[src/rtl/core/hpt_pkg.sv]
// ----------------------------------------------------------------------------
// hpt_pkg - shared types for the homogeneous point transform
// Request classes, queue entry layout, sequencer states and the 32-bit clamp.
// ----------------------------------------------------------------------------
package hpt_pkg;

  localparam int FRAC_BITS_DEF = 16;
  // four exact 64-bit products summed
  localparam int ACC_W   = 66;
  localparam int Q_DEPTH = 2;

  // mode codes on the request port
  localparam logic [2:0] MODE_LOAD_FWD = 3'd0;
  localparam logic [2:0] MODE_LOAD_INV = 3'd1;
  localparam logic [2:0] MODE_POINT    = 3'd2;
  localparam logic [2:0] MODE_VECTOR   = 3'd3;
  localparam logic [2:0] MODE_NORMAL   = 3'd4;
  localparam logic [2:0] MODE_BOX      = 3'd5;

  typedef enum logic [2:0] {
    OP_LOAD_FWD,
    OP_LOAD_INV,
    OP_POINT,
    OP_VECTOR,
    OP_NORMAL,
    OP_BOX,
    OP_NOP
  } op_e;

  typedef struct packed {
    op_e         op;
    logic [3:0]  idx;
    logic [31:0] value;
    logic [2:0][31:0] lo;
    logic [2:0][31:0] hi;
  } item_t;

  typedef enum logic [2:0] {
    ST_IDLE,
    ST_MUL,
    ST_ACC,
    ST_ROW,
    ST_FIN,
    ST_DIV,
    ST_MERGE,
    ST_OUT
  } state_e;

  typedef struct packed {
    logic [31:0] val;
    logic        sat;
  } clamp_t;

  localparam logic signed [ACC_W-1:0] MAX32 = {{(ACC_W-32){1'b0}}, 32'h7FFF_FFFF};
  localparam logic signed [ACC_W-1:0] MIN32 = {{(ACC_W-32){1'b1}}, 32'h8000_0000};

  // clamp a wide signed value into the 32-bit range
  function automatic clamp_t sat_clamp(input logic signed [ACC_W-1:0] v);
    clamp_t r;
    if (v > MAX32) begin
      r.val = 32'h7FFF_FFFF;
      r.sat = 1'b1;
    end else if (v < MIN32) begin
      r.val = 32'h8000_0000;
      r.sat = 1'b1;
    end else begin
      r.val = v[31:0];
      r.sat = 1'b0;
    end
    return r;
  endfunction

endpackage

[src/rtl/core/hpt_queue.sv]
// ----------------------------------------------------------------------------
// hpt_queue - request queue
// Short FIFO between intake and execution.
// ----------------------------------------------------------------------------
module hpt_queue (
  input  logic           clk_i,
  input  logic           rst_ni,
  input  logic           push_i,
  input  hpt_pkg::item_t item_i,
  input  logic           pop_i,
  output hpt_pkg::item_t item_o,
  output logic           empty_o,
  output logic           full_o
);
  import hpt_pkg::*;

  localparam int PW = $clog2(Q_DEPTH);

  item_t         mem_q [Q_DEPTH];
  logic [PW-1:0] wr_q, wr_d, rd_q, rd_d;
  logic [PW:0]   cnt_q, cnt_d;

  assign empty_o = (cnt_q == '0);
  assign full_o  = (cnt_q == (PW+1)'(Q_DEPTH));
  assign item_o  = mem_q[rd_q];

  // advance pointers and fill count
  always_comb begin
    wr_d  = push_i ? wr_q + PW'(1) : wr_q;
    rd_d  = pop_i ? rd_q + PW'(1) : rd_q;
    cnt_d = cnt_q + (PW+1)'(push_i) - (PW+1)'(pop_i);
  end

  always_ff @(posedge clk_i or negedge rst_ni) begin
    if (!rst_ni) begin
      wr_q  <= '0;
      rd_q  <= '0;
      cnt_q <= '0;
    end else begin
      wr_q  <= wr_d;
      rd_q  <= rd_d;
      cnt_q <= cnt_d;
    end
  end

  // store the request
  always_ff @(posedge clk_i) begin
    if (push_i) begin
      mem_q[wr_q] <= item_i;
    end
  end

endmodule

[config.mk]
export PLATFORM = sky130hd
export DESIGN_NAME = hpt_queue
export DESIGN_NICKNAME = d
export VERILOG_FILES = /design/src/rtl/core/hpt_pkg.sv /design/src/rtl/core/hpt_queue.sv
export SDC_FILE = /design/constraint.sdc
export NUM_CORES = 1
export LEC_CHECK = 0
export ABC_AREA = 0
export BUFFER_PORTS_ARGS = -buffer_cell sky130_fd_sc_hd__buf_4
export CORE_ASPECT_RATIO = 0.7
export CORE_MARGIN = 4
export CORE_UTILIZATION = 55
export CTS_CLUSTER_DIAMETER = 100
export CTS_CLUSTER_SIZE = 10
export DETAILED_ROUTE_END_ITERATION = 10
export HOLD_SLACK_MARGIN = 0.15
export PLACE_DENSITY_LB_ADDON = 0.25
export SLEW_MARGIN = 10
export SYNTH_ARGS = -nofsm -noshare
export SYNTH_HDL_FRONTEND = slang
export SYNTH_SLANG_ARGS = --single-unit
export TNS_END_PERCENT = 10
[constraint.sdc]
create_clock -name clk_i -period 20.6 [get_ports clk_i]
set_input_delay 4.12 -clock clk_i [delete_from_list [all_inputs] [get_ports clk_i]]
set_output_delay 4.12 -clock clk_i [all_outputs]
set_load 0.005 [all_outputs]
==> results of run 1 <==
## through the flow
stage | setup slack, ns | util [%] | std cells | power (uW) | cell area, um^2
after global placement | 13.27 | 68.4 | 1602 | 2320 | 21500
after detailed placement | 13.22 | 68.4 | 1602 | 2340 | 21500
final | 12.57 | 72.9 | 1669 | 3100 | 22900
after CTS | 12.62 | 72.9 | 1667 | 3140 | 22900
after global routing | 12.43 | 72.9 | 1669 | 3250 | 22900
after floorplan | 5.68 | - | 734 | 1960 | 17600
## registers in the layout, indices dropped and copies added, names as in the netlist
register / flops
wr_q: 1
mem_q: 462
cnt_q: 2
rd_q: 1
## synth_stat cells, drive strengths merged
cell	number
edfxtp	462
xor3	1
nor2b	2
buf	26
and2	1
xor2	2
ha	2
nor2	1
inv	2
mux2	231
dfrtp	4
## power by group
group	switching (uW)	internal [uW]	leakage, uW
registers	69.2	1260	0.00438
clock network	321	469	0.000680
logic	411	569	0.00403
## final timing paths
path                       slack (ns)            to  startpoint
hold / removal                   0.55          wr_q        wr_q
setup reg to reg                17.31  mem_q[0][32]        wr_q
setup / recovery                12.57    item_o[72]        rd_q
min in group asynchronous        3.36          wr_q      rst_ni
hold reg to reg                  0.55          wr_q        wr_q
max in group asynchronous       17.12          rd_q      rst_ni
## per-layer routing
metal	vias to the layer above	part of all wire, %
met5	-	0.026
met4	2	3.5
met3	73	9.9
met2	352	51
met1	4329	36
li1	3911	-
## layout by cell type, fill, tap and decap left out, drive strengths merged
master  instances
buf           474
edfxtp        462
mux2          231
clkbuf         64
dfrtp           4
diode           2
inv             2
xor2            2
ha              2
nor2b           2
xor3            1
nor2            1
and2            1
bufinv          1
## kinds of logic after synthesis
kind of cell / share of synthesized area, %
adder cells (fa/ha/maj): 0.142
flip-flops: 79.4
AND/OR/NAND/NOR: 0.128
multiplexers: 18.6
buffers and inverters: 1.53
XOR/XNOR: 0.234
## area by class of cell
class	instances	area [um^2]
antenna	2	5.00
clock buffer	64	1370
clock inverter	1	30.0
fill	1875	8490
inverter	2	7.51
multi-input combinational	240	3380
sequential	466	14000
tap	420	526
timing repair buffer	474	3570
==> impl_metrics.json, run 1 <==
{
  "outcome": "finished, final reports clean",
  "fin_skew_ns": 0.0189,
  "grt_usage_pct": 21.6,
  "syn-num-nets": 971,
  "hold_slack_ns": 0.555,
  "antenna_found_initial": 3,
  "syn_to_final_growth_pct": 29.8,
  "grt_max_degree": 134,
  "gr-usage-met2_pct": 37.3,
  "max_slew_margin_pct": 26.4,
  "ys_seq_area_share_pct": 79.4,
  "firstDrtPassIters": 5,
  "tightest_slew_ns": 1.10,
  "timing.fmax_mhz": 125,
  "power_density_nw_per_um2": 136,
  "port_buffers": 467,
  "use_met3_pct": 9.58,
  "arrival_ns": 3.91,
  "initial_core_util_pct": 56.2,
  "grt_pass1_vias": 9323,
  "met1_usage_pct": 24.3,
  "slew_violations": 0,
  "grt-busiest-layer": "met2",
  "num_vias": 8667,
  "path_clk_slew_ns": 0.05,
  "ys_types": 13,
  "yosysTopAreaCell": "edfxtp_1",
  "crit_type": "reg2out",
  "die-height_um": 158,
  "crit_fanout": 133,
  "start_kind": "flop",
  "period_needed_ns": 8.03,
  "ys_ff_latch": 466,
  "final_layout_size_suffix_gt1_share_pct": 61.1,
  "cts_sinks": 466,
  "clock-root-buffer": "clkbuf_16",
  "rsz0062_at_grt": "no",
  "drc": 0,
  "ys_warn_count": 0,
  "path_buf_inv": 3,
  "crit_cells": 4,
  "crit_top_cell": "buf_4",
  "path_delay_family": "buffers and inverters",
  "htreeDepth": 2,
  "synth_cells": 734,
  "cts_buffer_depth": 3,
  "drt_iter0_markers": 703,
  "cellLeakagePower_uw": 0.00909,
  "synth_top_area_share_pct": 78.8,
  "nets": 1473,
  "core-area_um2": 31400,
  "setup_viol": 0,
  "syn_area_um2": 17600,
  "ctsHoldBuffers": 0,
  "worstSetupEndpointType": "output pin",
  "grt_pass1_wl_um": 56400,
  "cap_violations": 0,
  "hold_viol": 0,
  "die_area_um2": 35000,
  "via_per_inst": 5.19,
  "clk_latency_ns": 0.55,
  "crit_chain": "buf_12 -> buf_4 -> mux2_4 -> buf_4",
  "post_cts_buffers": 0,
  "gp_congestion": 0.804,
  "vdd_drop_max_v": 0.000113,
  "cts_tree": "yes",
  "overflow": 0,
  "cts_resized": 0,
  "cpPeakStageDelay_ns": 0.95,
  "routed_wl_um": 39200,
  "crit_slowest_cell": "dfrtp_4",
  "rows": 54,
  "hold_class": "reg2reg",
  "critPathRequiredTime_ns": 16.48,
  "reg2reg_depth": 3,
  "syn_area_per_cell_um2": 24.0,
  "wl_per_cell_um": 23.5,
  "io_pins": 468,
  "die_x_um": 222,
  "dp_hpwl_um": 27200,
  "drtAntennaViolNets": 0,
  "whs_path_depth": 1,
  "fin_tns_setup_ns": 0,
  "ys_top_cells_by_area": "edfxtp_1 (79%), mux2_4 (15%), mux2_2 (3.3%)",
  "numCtsBuffers": 52,
  "period_share_pct": 39.0
}
Power figures use the tool's default switching activity.
==> inputs of run 2 (changes only) <==
- CORE_UTILIZATION: 55 -> 53
- clock period: 20.6 -> 8.29 ns (I/O delays scaled with it)
==> run 2 against run 1 <==
Against the previous run: sequential cell count did not move; critical path depth shrank 1; via count increased by 0.32%; first-iteration DRC count fell by 5.7%; critical path type unchanged; clock skew shrank 0.0098 ns; die area increased by 3.6%; highest routed layer is now met4; count of clock-buffer cells in the layout down 3.
==> impl_metrics.json, run 2 (synthesis gave the netlist of run 1 again) <==
{
  "drc": 0,
  "post_cts_buffers": 0,
  "rsz0062_at_grt": "no",
  "setup_viol": 0,
  "ctsHoldBuffers": 0,
  "max_flop_register": "mem_q",
  "drtAntennaViolNets": 0,
  "num_vias": 8695,
  "largest_reg_flops": 462,
  "die_x_um": 226,
  "numCtsBuffers": 52,
  "cts_sinks": 466,
  "critPathRequiredTime_ns": 6.63,
  "core-area_um2": 32600,
  "fin_skew_ns": 0.00916,
  "cellLeakagePower_uw": 0.00910,
  "vdd_drop_max_v": 0.000230,
  "syn_to_final_growth_pct": 30.0,
  "htreeDepth": 2,
  "max_slew_margin_pct": 27.5,
  "top_regs": "mem_q (462), cnt_q (2)",
  "clock-root-buffer": "clkbuf_16",
  "crit_type": "reg2out",
  "timing.fmax_mhz": 203,
  "wl_per_cell_um": 23.5,
  "io_pins": 468,
  "crit_fanout": 59,
  "start_kind": "flop",
  "drt_iter0_markers": 663,
  "period_needed_ns": 4.92,
  "routed_wl_um": 39400,
  "tightest_slew_ns": 1.09,
  "grt_usage_pct": 21.0,
  "grt_max_degree": 132,
  "antenna_found_initial": 1,
  "via_per_inst": 5.19,
  "outcome": "finished, final reports clean",
  "clk_latency_ns": 0.55,
  "n_fill_cell": 2023,
  "slew_violations": 0,
  "port_buffers": 467,
  "final_cell_area_um2": 22900,
  "grt_pass1_wl_um": 56700,
  "dp_cells": 1610,
  "cts_buffer_depth": 3,
  "path_clk_slew_ns": 0.06,
  "hold_viol": 0,
  "power_density_nw_per_um2": 338,
  "overflow": 0,
  "rows": 55,
  "cap_violations": 0,
  "die_area_um2": 36200,
  "hold_class": "reg2reg",
  "firstDrtPassIters": 5,
  "final_layout_size_suffix_gt1_share_pct": 61.3,
  "fin_cells": 1675,
  "period_share_pct": 59.3,
  "initial_core_util_pct": 54.1,
  "place_area_um2": 21500,
  "cts_resized": 0,
  "nets": 1474,
  "grt_pass1_vias": 9118,
  "die-height_um": 161,
  "layout_common_cells": "buf_4 (473), edfxtp_1 (462), mux2_4 (180)",
  "fin_tns_setup_ns": 0,
  "total_power_uw": 7730,
  "dp_hpwl_um": 26900,
  "arrival_ns": 3.26,
  "gp_congestion": 0.857,
  "final_common_cell": "buf_4",
  "cts_tree": "yes",
  "worstSetupEndpointType": "output pin"
}
run 2: changes by cell type in the layout (fill, tap and decap cells not counted):
cell and delta:
buf_12 +1, inv_6 +2, diode_2 -1, clkbuf_1 -3
run 2: cell type report:
| type | instances | area (um^2) | share of cell area [%] |
|---|---|---|---|
| Timing Repair Buffer | 475 | 3590 | 15.7 |
| Inverter | 2 | 7.51 | 0.0328 |
| Clock inverter | 3 | 47.5 | 0.208 |
| Antenna cell | 1 | 2.50 | 0.0109 |
| Multi-Input combinational cell | 240 | 3380 | 14.7 |
| Clock buffer | 61 | 1360 | 5.92 |
| Tap cell | 427 | 534 | 2.33 |
| Sequential cell | 466 | 14000 | 61.1 |
run 2: final timing paths:
kind | cells past startpoint | start | slack, ns | to
min reg2reg | 1 | wr_q | 0.55 | wr_q
max reg2reg | 2 | wr_q | 5.68 | mem_q[0][36]
min in group asynchronous | 1 | rst_ni | 0.89 | rd_q
max | 3 | rd_q | 3.37 | item_o[15]
min | 1 | wr_q | 0.55 | wr_q
max in group asynchronous | 1 | rst_ni | 7.28 | rd_q
run 2: routing by layer:
metal | vias to the layer above | part of all wire [%] | GRT usage, %
met5 | - | 0 | 0
met3 | 44 | 9.2 | 6.56
met2 | 363 | 51 | 36.0
met4 | 0 | 2.1 | 5.59
met1 | 4373 | 38 | 26.0
li1 | 3915 | - | -
run 2: critical path: stages (launching register included):
cell     delay (ns)
dfrtp_4        1.07
buf_4          0.97
mux2_2         0.42
buf_4          0.13
run 2: where the power goes:
part,switching [uW],internal [uW],total (uW)
clock network,816,1160,1980
registers,188,3130,3320
logic,1010,1420,2430
total,2020,5720,7730
run 2: stage by stage:
stage               util (%)  setup slack, ns  hold slack (ns)
floorplan                  -            0.178            0.473
global placement        66.0             3.93            0.533
detailed placement      66.0             3.95            0.546
CTS                     70.3             3.32            0.549
global route            70.3             3.21            0.568
finish                  70.3             3.37            0.549
==> inputs of run 3 (changes only) <==
- CORE_UTILIZATION: 53 -> 47
- clock period: 8.29 -> 4.14 ns (I/O delays scaled with it)
==> run 3 against run 2 <==
Against the previous run: first-iteration DRC count is 33% lower; combinational power grew 100%; sequential power rose by 99%; routed wire length fell by 0.97%; cell area rose by 1.0%; count of clock-buffer cells in the layout rose by 1; sequential cell count did not move; worst hold slack got worse by 0.098 ns; power increased by 100%; clock skew shrank 0.0019 ns; sequential share of layout area fell by 0.63 points; critical path depth unchanged; largest cell class unchanged; largest power group unchanged.
==> impl_metrics.json, run 3 (synthesis gave the netlist of run 1 again) <==
{
  "via_per_inst": 4.96,
  "firstDrtPassIters": 5,
  "power_density_nw_per_um2": 672,
  "worstSetupEndpointType": "output pin",
  "setup_viol": 0,
  "fin_skew_ns": 0.00724,
  "slew_violations": 0,
  "initial_core_util_pct": 47.5,
  "wl_per_cell_um": 22.3,
  "cts_resized": 0,
  "num_vias": 8659,
  "timing.fmax_mhz": 292,
  "cap_violations": 0,
  "drt_iter0_markers": 442,
  "final_common_cell": "buf_4",
  "crit_type": "reg2out",
  "start_kind": "flop",
  "numCtsBuffers": 52,
  "cts_buffer_depth": 3,
  "post_cts_buffers": 0,
  "die_x_um": 239,
  "port_buffers": 467,
  "largest_reg_flops": 462,
  "tightest_slew_ns": 0.930,
  "dp_cells": 1679,
  "cts_sinks": 466,
  "final_layout_size_suffix_gt1_share_pct": 61.5,
  "gp_congestion": 0.794,
  "place_worst_setup_slack_ns": 1.28,
  "rows": 59,
  "critPathRequiredTime_ns": 3.31,
  "max_flop_register": "mem_q",
  "clock-root-buffer": "clkbuf_16",
  "overflow": 0,
  "fin_cells": 1747,
  "io_pins": 468,
  "hold_viol": 0,
  "setup_ws_ns": 0.721,
  "die_area_um2": 40700,
  "path_clk_slew_ns": 0.05,
  "dp_hpwl_um": 27200,
  "cts_tree": "yes",
  "final_core_util_pct": 62.4,
  "syn_to_final_growth_pct": 31.4,
  "die-height_um": 170,
  "htreeDepth": 2,
  "routed_wl_um": 39000,
  "drtAntennaViolNets": 0,
  "vdd_drop_max_v": 0.000479,
  "nets": 1483,
  "period_share_pct": 82.6,
  "total_power_uw": 15600,
  "rsz0062_at_grt": "no",
  "cellLeakagePower_uw": 0.00918,
  "period_needed_ns": 3.42,
  "antenna_found_initial": 4,
  "grt_pass1_vias": 8991,
  "grt_pass1_wl_um": 55300,
  "crit_fanout": 47,
  "grt_max_degree": 144,
  "max_slew_margin_pct": 38.0,
  "core-area_um2": 37100,
  "hold_class": "in2reg",
  "clk_latency_ns": 0.55,
  "arrival_ns": 2.59,
  "grt_usage_pct": 18.2,
  "hold_slack_ns": 0.451,
  "outcome": "finished, final reports clean",
  "top_regs": "mem_q (462), cnt_q (2)",
  "layout_common_cells": "buf_4 (474), edfxtp_1 (462), mux2_4 (180)",
  "drc": 0
}
[run 3: cell types whose count changed in the layout (fill, tap and decap cells not counted), sizes merged]
cell	change
diode	+1
dlygate4sd3	+1
buf	+8
clkbuf	+1
[run 3: cell type report]
type / instances / area (um^2)
repair buffers: 484 / 3750
flip-flops and latches: 466 / 14000
clock inverters: 3 / 47.5
multi-input cells: 240 / 3380
clock buffers: 62 / 1360
fillers: 2656 / 13900
well taps: 488 / 611
diodes: 2 / 5.00
inverters: 2 / 7.51
[run 3: report_power, final]
part	internal, uW	switching, uW
Combinational	2910	2070
Sequential	6270	342
Clock	2330	1630
Total	11500	4040
[run 3: critical path: stages (launching register included)]
cell     delay, ns
dfrtp_4       1.03
buf_4         0.50
mux2_4        0.34
buf_4         0.14
[run 3: stage by stage]
step                TNS [ns]  area (um^2)
finish                     0        23100
global route               0        23100
CTS                        0        23100
detailed placement         0        21700
global placement           0        21700
floorplan            -133.85        17600
[run 3: final timing paths]
path	startpoint	end	slack (ns)	depth (start not counted)
min in group asynchronous	rst_ni	cnt_q[1]	0.62	2
min	pop_i	rd_q	0.45	2
max	rd_q	item_o[182]	0.72	3
min reg2reg	wr_q	wr_q	0.54	1
max in group asynchronous	rst_ni	rd_q	3.40	2
max reg2reg	wr_q	mem_q[1][65]	2.24	2
[run 3: timing repair]
item	CTS	global route
endpoints found under the hold margin	4	0
hold buffers	1	0
endpoints found under the setup margin	0	0
[run 3: per-layer routing]
metal	part of all wire [%]	vias to the layer above	GRT usage [%]
met5	0.054	-	0
met4	3.5	4	6.56
met3	8.2	78	6.25
met2	49	324	29.8
met1	39	4312	23.0
li1	-	3941	-
